### src/hw/rtl/binary_min_heap_top_assert.svh
// assertion macros for the binary min-heap block
`ifndef BINARY_MIN_HEAP_TOP_ASSERT_SVH
`define BINARY_MIN_HEAP_TOP_ASSERT_SVH
`ifndef SYNTHESIS
// property that must hold at every clock edge outside reset
`define BMH_ASSERT(label, clk, rst, prop) \
   label: assert property (@(posedge clk) disable iff (rst) (prop)) \
      else $error("binary_min_heap_top: assertion failed");
// same-cycle implication
`define BMH_ASSERT_IMP(label, clk, rst, ante, cons) \
   label: assert property (@(posedge clk) disable iff (rst) (ante) |-> (cons)) \
      else $error("binary_min_heap_top: implication failed");
// next-cycle implication
`define BMH_ASSERT_NEXT(label, clk, rst, ante, cons) \
   label: assert property (@(posedge clk) disable iff (rst) (ante) |=> (cons)) \
      else $error("binary_min_heap_top: next-cycle implication failed");
`else
`define BMH_ASSERT(label, clk, rst, prop)
`define BMH_ASSERT_IMP(label, clk, rst, ante, cons)
`define BMH_ASSERT_NEXT(label, clk, rst, ante, cons)
`endif
`endif

### src/hw/rtl/bmh_pkg.sv
// shared types, codes and defaults of the binary min-heap block
`default_nettype none
package bmh_pkg;

   // default sizing
   localparam int CAPACITY_DEF  = 64;
   localparam int KEY_WIDTH_DEF = 32;

   // field widths of the request and response
   localparam int OPCODE_W    = 2;
   localparam int KEY_FIELD_W = 32;
   localparam int POS_W       = 6;
   localparam int STATUS_W    = 2;
   localparam int COUNT_W     = 7;

   // opcodes
   localparam logic [OPCODE_W-1:0] OP_INSERT     = 2'd0;
   localparam logic [OPCODE_W-1:0] OP_REMOVE_MIN = 2'd1;
   localparam logic [OPCODE_W-1:0] OP_REMOVE_AT  = 2'd2;
   localparam logic [OPCODE_W-1:0] OP_NOP        = 2'd3;

   // status codes
   localparam logic [STATUS_W-1:0] ST_OK    = 2'd0;
   localparam logic [STATUS_W-1:0] ST_FULL  = 2'd1;
   localparam logic [STATUS_W-1:0] ST_EMPTY = 2'd2;
   localparam logic [STATUS_W-1:0] ST_RANGE = 2'd3;

   typedef struct packed {
      logic [OPCODE_W-1:0]    opcode;
      logic [KEY_FIELD_W-1:0] key;
      logic [POS_W-1:0]       position;
   } bmh_req_type;

   typedef struct packed {
      logic [KEY_FIELD_W-1:0] removed_key;
      logic [STATUS_W-1:0]    status;
      logic [COUNT_W-1:0]     count;
   } bmh_rsp_type;

   // heap read address selection
   typedef enum logic [2:0] {
      RD_START,
      RD_LAST,
      RD_PARENT,
      RD_LEFT,
      RD_RIGHT
   } bmh_rd_sel_type;

   // heap write data selection
   typedef enum logic [1:0] {
      WR_X,
      WR_RDATA,
      WR_CHILD
   } bmh_wr_sel_type;

   // commands from controller to datapath
   typedef struct packed {
      logic           load;
      logic           decode;
      logic           start_ins;
      logic           start_rem;
      logic           cap_removed;
      logic           cap_x;
      logic           rd_en;
      bmh_rd_sel_type rd_sel;
      logic           wr_en;
      bmh_wr_sel_type wr_sel;
      logic           hole_to_parent;
      logic           hole_to_child;
      logic           cap_left;
      logic           cap_right;
      logic           rsp_load;
   } bmh_cmd_type;

   // status from datapath to controller
   typedef struct packed {
      logic [OPCODE_W-1:0] op;
      logic                err;
      logic                hole_zero;
      logic                last_slot;
      logic                x_lt_rdata;
      logic                left_in;
      logic                right_in;
      logic                rdata_lt_child;
      logic                x_lt_child;
   } bmh_stat_type;

endpackage
`default_nettype wire

### src/hw/rtl/binary_min_heap_top.sv
// top level of the binary min-heap priority queue
`default_nettype none
`include "binary_min_heap_top_assert.svh"
// Binary min-heap of unsigned keys held in one RAM of CAPACITY entries. Each
// request inserts a key, removes the minimum or removes the key at a heap
// position, and gives exactly one response with the removed key, a status and
// the element count. One request is worked on at a time; a new request is
// taken while the previous response still waits. A rejected or no-op request
// is answered straight after decode, and a remove that takes the last slot
// straight after the read of its key; an insert climbs u levels, and any other
// remove climbs u and descends d levels (u, d at most log2(CAPACITY)). After
// the response is loaded the block returns to idle, where the next request is
// taken; while an earlier response is still unaccepted, the finished request
// waits in its last state. The heap RAM gives one read per cycle with
// registered data, so a level of sift-up takes a read and a compare, and a
// level of sift-down a left read, a right read, a child choice and a compare.
module binary_min_heap_top #(
   parameter int CAPACITY  = bmh_pkg::CAPACITY_DEF,
   parameter int KEY_WIDTH = bmh_pkg::KEY_WIDTH_DEF
) (
   input  wire logic                 clock,
   input  wire logic                 reset,
   input  wire logic                 req_valid,
   output      logic                 req_ready,
   input  wire bmh_pkg::bmh_req_type req_data,
   output      logic                 rsp_valid,
   input  wire logic                 rsp_ready,
   output      bmh_pkg::bmh_rsp_type rsp_data
);
   import bmh_pkg::*;

   bmh_cmd_type  cmd;
   bmh_stat_type stat;

   bmh_ctrl u_ctrl (
      .clock     (clock),
      .reset     (reset),
      .req_valid (req_valid),
      .req_ready (req_ready),
      .rsp_valid (rsp_valid),
      .rsp_ready (rsp_ready),
      .cmd       (cmd),
      .stat      (stat)
   );

   bmh_dp #(
      .CAPACITY  (CAPACITY),
      .KEY_WIDTH (KEY_WIDTH)
   ) u_dp (
      .clock    (clock),
      .reset    (reset),
      .req_data (req_data),
      .rsp_data (rsp_data),
      .cmd      (cmd),
      .stat     (stat)
   );

   // one request in work at a time
   `BMH_ASSERT_NEXT(a_single_request, clock, reset, req_valid && req_ready, !req_ready)
   // a rejected request never returns a key
   `BMH_ASSERT_IMP(a_reject_no_key, clock, reset, rsp_valid && rsp_data.status != ST_OK, rsp_data.removed_key == '0)
   // hole register updates never collide
   `BMH_ASSERT(a_hole_update_once, clock, reset, $onehot0({cmd.start_ins, cmd.start_rem, cmd.hole_to_parent, cmd.hole_to_child}))
   // a loaded response is presented next cycle
   `BMH_ASSERT_NEXT(a_rsp_after_load, clock, reset, cmd.rsp_load, rsp_valid)

endmodule
`default_nettype wire

### src/hw/rtl/bmh_ram.sv
// generic single-write, single-read RAM with registered read data
`default_nettype none
module bmh_ram #(
   parameter int WIDTH = 32,
   parameter int DEPTH = 64
) (
   input  wire logic                     clock,
   input  wire logic                     wr_en,
   input  wire logic [$clog2(DEPTH)-1:0] wr_addr,
   input  wire logic [WIDTH-1:0]         wr_data,
   input  wire logic                     rd_en,
   input  wire logic [$clog2(DEPTH)-1:0] rd_addr,
   output      logic [WIDTH-1:0]         rd_data
);

   logic [WIDTH-1:0] mem_ff [DEPTH];
   logic [WIDTH-1:0] rd_data_ff;

   // write port and registered read port
   always_ff @(posedge clock) begin
      if (wr_en) begin
         mem_ff[wr_addr] <= wr_data;
      end
      if (rd_en) begin
         rd_data_ff <= mem_ff[rd_addr];
      end
   end

   assign rd_data = rd_data_ff;

endmodule
`default_nettype wire

### src/hw/rtl/bmh_ctrl.sv
// sequencing state machine of the binary min-heap
`default_nettype none
module bmh_ctrl (
   input  wire logic                  clock,
   input  wire logic                  reset,
   input  wire logic                  req_valid,
   output      logic                  req_ready,
   output      logic                  rsp_valid,
   input  wire logic                  rsp_ready,
   output      bmh_pkg::bmh_cmd_type  cmd,
   input  wire bmh_pkg::bmh_stat_type stat
);
   import bmh_pkg::*;

   typedef enum logic [3:0] {
      S_IDLE,
      S_DECODE,
      S_RM_ROOT,
      S_RM_LAST,
      S_UP_CHK,
      S_UP_CMP,
      S_DN_CHK,
      S_DN_L,
      S_DN_R,
      S_DN_CMP,
      S_FINISH
   } state_type;

   state_type state_ff, state_in;
   logic      rsp_valid_ff, rsp_valid_in;

   // next state and commands
   always_comb begin
      state_in     = state_ff;
      rsp_valid_in = rsp_valid_ff && !rsp_ready;
      cmd          = '0;
      cmd.rd_sel   = RD_START;
      cmd.wr_sel   = WR_X;
      case (state_ff)
         S_IDLE: begin
            if (req_valid) begin
               cmd.load = 1'b1;
               state_in = S_DECODE;
            end
         end
         S_DECODE: begin
            cmd.decode = 1'b1;
            if (stat.err || stat.op == OP_NOP) begin
               state_in = S_FINISH;
            end else if (stat.op == OP_INSERT) begin
               cmd.start_ins = 1'b1;
               state_in      = S_UP_CHK;
            end else begin
               // fetch the key being removed
               cmd.start_rem = 1'b1;
               cmd.rd_en     = 1'b1;
               cmd.rd_sel    = RD_START;
               state_in      = S_RM_ROOT;
            end
         end
         S_RM_ROOT: begin
            cmd.cap_removed = 1'b1;
            if (stat.last_slot) begin
               state_in = S_FINISH;
            end else begin
               cmd.rd_en  = 1'b1;
               cmd.rd_sel = RD_LAST;
               state_in   = S_RM_LAST;
            end
         end
         S_RM_LAST: begin
            cmd.cap_x = 1'b1;
            state_in  = S_UP_CHK;
         end
         S_UP_CHK: begin
            if (!stat.hole_zero) begin
               cmd.rd_en  = 1'b1;
               cmd.rd_sel = RD_PARENT;
               state_in   = S_UP_CMP;
            end else if (stat.op == OP_INSERT) begin
               cmd.wr_en = 1'b1;
               state_in  = S_FINISH;
            end else begin
               state_in = S_DN_CHK;
            end
         end
         S_UP_CMP: begin
            if (stat.x_lt_rdata) begin
               // parent moves down into the hole
               cmd.wr_en          = 1'b1;
               cmd.wr_sel         = WR_RDATA;
               cmd.hole_to_parent = 1'b1;
               state_in           = S_UP_CHK;
            end else if (stat.op == OP_INSERT) begin
               cmd.wr_en = 1'b1;
               state_in  = S_FINISH;
            end else begin
               state_in = S_DN_CHK;
            end
         end
         S_DN_CHK: begin
            if (stat.left_in) begin
               cmd.rd_en  = 1'b1;
               cmd.rd_sel = RD_LEFT;
               state_in   = S_DN_L;
            end else begin
               cmd.wr_en = 1'b1;
               state_in  = S_FINISH;
            end
         end
         S_DN_L: begin
            cmd.cap_left = 1'b1;
            if (stat.right_in) begin
               cmd.rd_en  = 1'b1;
               cmd.rd_sel = RD_RIGHT;
               state_in   = S_DN_R;
            end else begin
               state_in = S_DN_CMP;
            end
         end
         S_DN_R: begin
            // right child wins only when strictly smaller
            cmd.cap_right = stat.rdata_lt_child;
            state_in      = S_DN_CMP;
         end
         S_DN_CMP: begin
            if (stat.x_lt_child) begin
               cmd.wr_en = 1'b1;
               state_in  = S_FINISH;
            end else begin
               cmd.wr_en         = 1'b1;
               cmd.wr_sel        = WR_CHILD;
               cmd.hole_to_child = 1'b1;
               state_in          = S_DN_CHK;
            end
         end
         S_FINISH: begin
            if (!rsp_valid_ff || rsp_ready) begin
               cmd.rsp_load = 1'b1;
               rsp_valid_in = 1'b1;
               state_in     = S_IDLE;
            end
         end
         default: begin
            state_in = S_IDLE;
         end
      endcase
   end

   // state and response valid
   always_ff @(posedge clock) begin
      if (reset) begin
         state_ff     <= S_IDLE;
         rsp_valid_ff <= 1'b0;
      end else begin
         state_ff     <= state_in;
         rsp_valid_ff <= rsp_valid_in;
      end
   end

   assign req_ready = (state_ff == S_IDLE);
   assign rsp_valid = rsp_valid_ff;

endmodule
`default_nettype wire

### src/hw/rtl/bmh_dp.sv
// heap datapath: request registers, hole and key registers, heap RAM
`default_nettype none
module bmh_dp #(
   parameter int CAPACITY  = bmh_pkg::CAPACITY_DEF,
   parameter int KEY_WIDTH = bmh_pkg::KEY_WIDTH_DEF
) (
   input  wire logic                 clock,
   input  wire logic                 reset,
   input  wire bmh_pkg::bmh_req_type req_data,
   output      bmh_pkg::bmh_rsp_type rsp_data,
   input  wire bmh_pkg::bmh_cmd_type cmd,
   output      bmh_pkg::bmh_stat_type stat
);
   import bmh_pkg::*;

   localparam int IDX_W  = $clog2(CAPACITY);
   localparam int CNT_W  = $clog2(CAPACITY + 1);
   localparam int EXT_W  = IDX_W + 2;
   localparam int PCMP_W = (EXT_W > POS_W) ? EXT_W : POS_W;

   logic [OPCODE_W-1:0]    op_ff;
   logic [KEY_FIELD_W-1:0] key_ff;
   logic [POS_W-1:0]       pos_ff;
   logic [CNT_W-1:0]       count_ff;
   logic [IDX_W-1:0]       hole_ff;
   logic [IDX_W-1:0]       cidx_ff;
   logic [KEY_WIDTH-1:0]   x_ff;
   logic [KEY_WIDTH-1:0]   child_ff;
   logic [KEY_WIDTH-1:0]   removed_ff;
   logic [STATUS_W-1:0]    status_ff;
   bmh_rsp_type            rsp_ff;

   logic [STATUS_W-1:0]    err_code;
   logic                   full;
   logic                   empty;
   logic                   pos_out;
   logic [IDX_W-1:0]       start_idx;
   logic [IDX_W-1:0]       parent_idx;
   logic [EXT_W-1:0]       left_ext;
   logic [EXT_W-1:0]       right_ext;
   logic [EXT_W-1:0]       count_ext;
   logic [IDX_W-1:0]       rd_addr;
   logic [KEY_WIDTH-1:0]   wr_data;
   logic [KEY_WIDTH-1:0]   rd_data;

   // request checks
   assign full    = (count_ff == CNT_W'(CAPACITY));
   assign empty   = (count_ff == '0);
   assign pos_out = (PCMP_W'(pos_ff) >= PCMP_W'(count_ff));

   always_comb begin
      case (op_ff)
         OP_INSERT:     err_code = full ? ST_FULL : ST_OK;
         OP_REMOVE_MIN: err_code = empty ? ST_EMPTY : ST_OK;
         OP_REMOVE_AT:  err_code = empty ? ST_EMPTY : (pos_out ? ST_RANGE : ST_OK);
         default:       err_code = ST_OK;
      endcase
   end

   // tree index arithmetic
   assign start_idx  = (op_ff == OP_REMOVE_MIN) ? '0 : IDX_W'(pos_ff);
   assign parent_idx = (hole_ff - IDX_W'(1)) >> 1;
   assign left_ext   = EXT_W'({hole_ff, 1'b1});
   assign right_ext  = left_ext + EXT_W'(1);
   assign count_ext  = EXT_W'(count_ff);

   // read address select
   always_comb begin
      case (cmd.rd_sel)
         RD_START:  rd_addr = start_idx;
         RD_LAST:   rd_addr = count_ff[IDX_W-1:0];
         RD_PARENT: rd_addr = parent_idx;
         RD_LEFT:   rd_addr = left_ext[IDX_W-1:0];
         RD_RIGHT:  rd_addr = right_ext[IDX_W-1:0];
         default:   rd_addr = '0;
      endcase
   end

   // write data select, always written at the hole
   always_comb begin
      case (cmd.wr_sel)
         WR_X:     wr_data = x_ff;
         WR_RDATA: wr_data = rd_data;
         WR_CHILD: wr_data = child_ff;
         default:  wr_data = x_ff;
      endcase
   end

   bmh_ram #(
      .WIDTH (KEY_WIDTH),
      .DEPTH (CAPACITY)
   ) u_heap_ram (
      .clock   (clock),
      .wr_en   (cmd.wr_en),
      .wr_addr (hole_ff),
      .wr_data (wr_data),
      .rd_en   (cmd.rd_en),
      .rd_addr (rd_addr),
      .rd_data (rd_data)
   );

   // element count
   always_ff @(posedge clock) begin
      if (reset) begin
         count_ff <= '0;
      end else if (cmd.start_ins) begin
         count_ff <= count_ff + CNT_W'(1);
      end else if (cmd.start_rem) begin
         count_ff <= count_ff - CNT_W'(1);
      end
   end

   // request capture, sift registers and response
   always_ff @(posedge clock) begin
      if (cmd.load) begin
         op_ff  <= req_data.opcode;
         key_ff <= req_data.key;
         pos_ff <= req_data.position;
      end
      if (cmd.decode) begin
         status_ff  <= err_code;
         removed_ff <= '0;
      end
      if (cmd.cap_removed) begin
         removed_ff <= rd_data;
      end
      if (cmd.start_ins) begin
         x_ff    <= KEY_WIDTH'(key_ff);
         hole_ff <= count_ff[IDX_W-1:0];
      end else if (cmd.start_rem) begin
         hole_ff <= start_idx;
      end else if (cmd.hole_to_parent) begin
         hole_ff <= parent_idx;
      end else if (cmd.hole_to_child) begin
         hole_ff <= cidx_ff;
      end
      if (cmd.cap_x) begin
         x_ff <= rd_data;
      end
      if (cmd.cap_left) begin
         child_ff <= rd_data;
         cidx_ff  <= left_ext[IDX_W-1:0];
      end else if (cmd.cap_right) begin
         child_ff <= rd_data;
         cidx_ff  <= right_ext[IDX_W-1:0];
      end
      if (cmd.rsp_load) begin
         rsp_ff.removed_key <= KEY_FIELD_W'(removed_ff);
         rsp_ff.status      <= status_ff;
         rsp_ff.count       <= COUNT_W'(count_ff);
      end
   end

   // status to the controller
   assign stat.op             = op_ff;
   assign stat.err            = (err_code != ST_OK);
   assign stat.hole_zero      = (hole_ff == '0);
   assign stat.last_slot      = (CNT_W'(hole_ff) == count_ff);
   assign stat.x_lt_rdata     = (x_ff < rd_data);
   assign stat.left_in        = (left_ext < count_ext);
   assign stat.right_in       = (right_ext < count_ext);
   assign stat.rdata_lt_child = (rd_data < child_ff);
   assign stat.x_lt_child     = (x_ff < child_ff);

   assign rsp_data = rsp_ff;

endmodule
`default_nettype wire
### config.mk
export PLATFORM = sky130hd
export DESIGN_NAME = binary_min_heap_top
export DESIGN_NICKNAME = d
export VERILOG_FILES = /design/src/hw/rtl/bmh_pkg.sv /design/src/hw/rtl/binary_min_heap_top.sv /design/src/hw/rtl/bmh_ram.sv /design/src/hw/rtl/bmh_ctrl.sv /design/src/hw/rtl/bmh_dp.sv
export VERILOG_INCLUDE_DIRS = /design/src /design/src/hw/rtl
export SDC_FILE = /design/constraint.sdc
export NUM_CORES = 2
export LEC_CHECK = 0
export BUFFER_PORTS_ARGS = -buffer_cell sky130_fd_sc_hd__buf_2
export CAP_MARGIN = 20
export CORE_ASPECT_RATIO = 0.8
export CORE_UTILIZATION = 48
export DETAILED_ROUTE_END_ITERATION = 12
export MAX_ROUTING_LAYER = met4
export PLACE_DENSITY = 0.69
export SETUP_SLACK_MARGIN = 0.02
export SLEW_MARGIN = 20
export SYNTH_ARGS = -nofsm -noshare
export SYNTH_HDL_FRONTEND = slang
export SYNTH_HIERARCHICAL = 1
export SYNTH_SLANG_ARGS = --single-unit
export TNS_END_PERCENT = 1
### constraint.sdc
create_clock -name clock -period 12.9 [get_ports clock]
set_input_delay 1.29 -clock clock [delete_from_list [all_inputs] [get_ports clock]]
set_output_delay 1.29 -clock clock [all_outputs]
set_load 0.03 [all_outputs]
# Word-level counts from Yosys, hierarchy flattened
# Memories as Yosys holds them, arrays and structs flattened. A register that Yosys moved wholly into a read port is not among the register bits.
# Index checks and enable logic that the tools add are counted.
totals:
  register_bits: 203
  ram_bits: 2048
  in_bits: 44
  out_inout_bits: 43
  mem_count: 1
classes:
  n_addsub: 4
  n_lt_le_gt_ge: 6
  n_eq_ne: 23
  muxes: 67
  n_reduce_logical: 17
memory_table:
  columns: ["memory", "depth", "word_bits", "rd", "rd_clocked_by_memory_dff", "wr", "line", "source"]
  rows:
  - ["u_dp.u_heap_ram.mem_ff", 64, 32, 1, 1, 1, "bmh_ram.sv:16", "logic [WIDTH-1:0] mem_ff [DEPTH];"]
op_table:
  columns: ["op", "count"]
  rows:
  - ["two-way mux 32 bit", 6]
  - ["< comparator 32 bit", 3]
  - ["one-hot mux 32 bit (2 select lines)", 1]
  - ["two-way mux 4 bit", 15]
  - ["one-hot mux 4 bit (11 select lines)", 1]
  - ["two-way mux 6 bit", 7]
  - ["one-hot mux 6 bit (5 select lines)", 1]
  - ["two-way mux 1 bit", 22]
  - ["one-hot mux 4 bit (5 select lines)", 1]
  - ["== test 4 x 3 -> 1 bit, second input constant", 4]
  - ["two-way mux 7 bit", 2]
  - ["== test 4 bit, second input constant", 3]
  - ["two-way mux 2 bit", 6]
  - ["nonzero test 2 bit", 5]
  - ["adder 7 x 1 -> 8 bit, second input constant", 1]
  - ["== test 4 x 2 -> 1 bit, second input constant", 2]
  - ["< comparator 8 x 7 -> 1 bit", 1]
  - ["adder 7 x 1 -> 7 bit, second input constant", 1]
  - ["== test 6 x 7 -> 1 bit", 1]
  - ["== test 7 bit, second input constant", 1]
  - ["greater-or-equal comparator 6 x 7 -> 1 bit", 1]
  - ["logical NOT 7 bit", 1]
  - ["< comparator 7 bit", 1]
  - ["subtractor 7 x 1 -> 7 bit, second input constant", 1]
  - ["other kinds (22)", 29]

# Longest topological paths before layout
depth:
  depth_word: 10
  ltp_mapped: 25
  ltp_nobuf: 20

# Modules after synthesis
# The synthesis kept the hierarchy.
by_module_without_submodules:
  columns: ["module", "n_inst", "cells_each", "area_each_um2"]
  rows:
  - ["bmh_ram", 1, 3324, 78835.6]
  - ["bmh_dp", 1, 929, 10875.4]
  - ["bmh_ctrl", 1, 93, 635.6]

# Worst setup path after synthesis
# No wires, ideal clock.
synth_path:
  path_kind: "reg-to-reg"
  from: "register u_dp.hole_ff[1]"
  to: "register u_dp.u_heap_ram.rd_data_ff[0], in the netlist u_dp/u_heap_ram/rd_data[0], read port of u_dp.u_heap_ram.mem_ff, enable pin"
  setup_ns: 0.533
  t_arrival_ns: 5.690
  required_time_ns: 12.367
  setup_slack_ns: 6.676
  path_stages_with_launch: 11
  cell_sequence: "edfxtp_1 > ha_1 > nor2b_1 > o21a_1 > o21ai_0 > a21oi_1 > a211oi_1 > inv_1 > mux2i_1 > a21oi_1 > o311ai_0"
synth_lines:
  columns: ["item", "line", "source"]
  rows:
  - ["start, declared", "bmh_dp.sv:25", "logic [IDX_W-1:0] hole_ff;"]
  - ["start signal, assigned", "bmh_dp.sv:129", "hole_ff <= count_ff[IDX_W-1:0];"]
  - ["start signal, assigned", "bmh_dp.sv:131", "hole_ff <= start_idx;"]
  - ["start signal, assigned", "bmh_dp.sv:133", "hole_ff <= parent_idx;"]
  - ["end, declared", "bmh_ram.sv:17", "logic [WIDTH-1:0] rd_data_ff;"]

==> results.cfg <==
[outcome]
status = finished clean

[global_route]
grt_pass1_vias = 44778
grt_max_degree = 124
antenna_found_initial = 9
grt_first_pass_wirelength_um = 325900
gr-total-overflow = 0
grt_usage_pct = 25.12

[logic_synthesis]
yosysSeqAreaShare_pct = 75.74
yosysWarningCount = 6
synthTopCellsByCount = edfxtp_1, mux4_2, nor2_1
ys.flop_type = edfxtp_1
synth_edf_count = 2270
synth_area_mm2 = 0.09035
synth_area_leader_cell = edfxtp_1
yosysTopAreaCellShare_pct = 75.45
ys_top_cells_by_area = edfxtp_1, mux4_2, ha_1, mux2i_1, nor2_1
syn_avg_cell_area_um2 = 20.79
synth_most_common_cell = edfxtp_1
synth_nets = 4511
synth_seq_cells = 2283
async_flop_share_pct = 0
postSynthCellCount = 4346
synth_cell_types = 73

[final_layout]
instances_no_fill = 7253
drive_gt1_share_pct = 25.84
fin_nets = 4720
syn2layout_area_growth_pct = 12.39

[detailed_routing]
avgViaCountPerCell = 6.314
postRouteWirelength_um = 230000
drtPass1Iterations = 6
ant_nets = 0
route.detailed.drc = 0
drtIter0Drc = 6776
routedWlPerCell_um = 31.71
vias = 45795

[setup_path]
critPathMaxFanout = 85
required_ps = 13450
r2r_cells = 19
setup.worst_path.start_class = flop
path_class = flop to flop
end_kind = flop
worstSetupStartpoint = u_dp/hole_ff[1]$_DFFE_PP_
worst-r2r-setup-slack_ps = 5150
worstReg2RegStart = u_dp/hole_ff[1]$_DFFE_PP_
crit_slowest_cell = o22ai_1
max_stage_delay_ps = 910
path_cells = ha_1 -> nor2b_1 -> o21a_1 -> o21ai_0 -> a21oi_1 -> a211oi_1 -> nand2_1 -> o21ai_0 -> and3_1 -> inv_1 -> nor2_1 -> a311oi_1 -> a311oi_4 -> buf_12 -> buf_4 -> mux4_2 -> mux4_2 -> o22ai_1 -> nor2_1
arrival_ps = 8310
reg2reg_to = u_dp/u_heap_ram/rd_data[11]$_DFFE_PP_

[clock_network]
clockBufferDepth = 3
cts_tree = built
cts-root-buf = clkbuf_16
insertion_delay_ps = 850
ctsHtreeMaxLevel = 4
clock-sinks = 2283
cts_hold_buf = 0
cts.repair.resized = 0
post_cts_buffers = 0
cts_buffers = 204
clkTransAtPathRegs_ps = 60

[die]
die_w_um = 487.1
die_h_um = 390.0
io_pins = 87
placementRows = 142
core-area_mm2 = 0.1871
start_util_pct = 48.29
die-area_mm2 = 0.1900

[pwr]
vdd_drop_max_v = 0.0002570
powerDensity_mw_per_mm2 = 239.9
leakagePower_nw = 31.84

[min_path]
min_from = u_dp/removed_ff[21]$_SDFFCE_PN0P_
hold_path_depth = 0
worstHoldPathType = flop to flop
hold_end = u_dp/rsp_data[30]$_DFFE_PP_

[timing]
rsz0062_at_grt = no
setup_violations = 0
finalClockSkew_ps = 31.09
slew_viol_final = 0
fin_hold_ws_ps = 417.8
max_slew_margin_pct = 22.06
worst_pin_slew_ps = 1169
timing.final.crit_share_pct = 60.11
tns_ps = 0
period_needed_ps = 7754
max_freq_ghz = 0.1290
hold_violations = 0

[place]
dp.final_hpwl_um = 124900
dp_cells = 6869
gp_congestion = 0.8653
numPortBuffers = 86

[job]
maxCapViolCount = 0
[layout by cell type (no fill, tap or decap), drive strengths merged, types with 5 or more instances in the layout]
cell	instances
nand2b	16
a211oi	11
mux2i	100
a21oi	124
nand3	24
o211ai	6
dfxtp	13
nor3	21
buf	227
a31oi	9
o22ai	88
bufinv	19
clkbuf	248
or2	7
nand3b	5
nor2	172
nor3b	5
and4	6
ha	120
a21o	16
mux4	544
nand4	11
a22oi	44
xnor2	13
edfxtp	2270
o21ai	71
or3	8
a221oi	6
nor2b	24
xor2	6
and3	14
clkinvlp	11
or3b	6
and2	35
inv	94
mux2	33
a311oi	14
o221ai	28
nand2	129
clkinv	95
[per-stage QoR]
stage	setup slack [ps]	cell area [µm²]	total power [mW]	utilization (%)
4_1_cts	5109	101500	24.40	54.26
6_report	5146	101500	24.36	54.27
3_5_place_dp	5126	94960	18.42	50.76
3_3_place_gp	4860	94910	18.32	50.73
5_1_grt	4510	101500	25.28	54.27
2_1_floorplan	6676	90350	15.50	-
[registers in the layout, indices dropped and copies added, names as in the netlist]
| register | cells |
|---|---|
| u_dp/u_heap_ram/mem_ff | 2048 |
| u_dp/rsp_data | 41 |
| u_dp/child_ff | 32 |
| u_dp/key_ff | 32 |
| u_dp/removed_ff | 32 |
| u_dp/u_heap_ram/rd_data | 32 |
| u_dp/x_ff | 32 |
| u_dp/count_ff | 7 |
| u_dp/cidx_ff | 6 |
| u_dp/hole_ff | 6 |
| u_dp/pos_ff | 6 |
| u_ctrl/state_ff | 4 |
| u_dp/op_ff | 2 |
| u_dp/status_ff | 2 |
| u_ctrl/rsp_valid | 1 |
[report_power, final]
part | total, mW | internal [mW] | switching [mW]
Combinational | 8.93 | 3.63 | 5.30
Clock | 6.02 | 3.33 | 2.69
Sequential | 9.42 | 9.02 | 0.391
Total | 24.4 | 16.0 | 8.38
[worst max-delay path, delay by kind of cell (launching register included)]
kind                       cells  cell delay [ps]
DFF                            1              870
AOI/OAI and AO/OA              8             2470
and+or+nand+nor                5             1040
muxes                          2             1090
adders and majority gates      1              360
buffers and inverters          3             1370
[worst max path at each step]
| stage | to | cells after the start |
|---|---|---|
| 2_1_floorplan | u_dp/u_heap_ram/rd_data[0]$_DFFE_PP_ | 10 |
| 3_5_place_dp | u_dp/u_heap_ram/rd_data[9]$_DFFE_PP_ | 20 |
| 3_3_place_gp | u_dp/u_heap_ram/rd_data[22]$_DFFE_PP_ | 19 |
| 4_1_cts | u_dp/u_heap_ram/rd_data[9]$_DFFE_PP_ | 20 |
| 5_1_grt | u_dp/u_heap_ram/rd_data[9]$_DFFE_PP_ | 20 |
| 6_report | u_dp/u_heap_ram/rd_data[11]$_DFFE_PP_ | 19 |
[metal layers]
metal  part of all wire (%)  track usage [%]  vias to the layer above  wire, µm
li1                       -                -                    18506         -
met1                     40            36.03                    24076     91810
met2                     44            35.57                     2871    101500
met3                     13            6.100                      342     29140
met4                    3.3            7.937                        0      7513
met5                      0                -                        -         0
[cell type report]
type	instances	area, µm²
Fill cell	13967	85550
Sequential cell	2283	68430
Multi-Input combinational cell	1752	21460
Clock buffer	248	5334
Tap cell	2520	3153
Timing Repair Buffer	227	1609
Clock inverter	132	1224
Inverter	87	326.6
Antenna cell	4	10.01
[cells by family after synthesis]
group	after synthesis	share of synthesized area, %
flip-flops	2283	75.74
multiplexers	677	15.08
AND/OR/NAND/NOR	493	2.630
AO/OA/AOI/OAI	442	3.116
buffers and inverters	311	1.569
adder cells (fa/ha/maj)	121	1.684
XOR/XNOR	19	0.1842
Note: power is estimated with default switching activity, not from simulation.
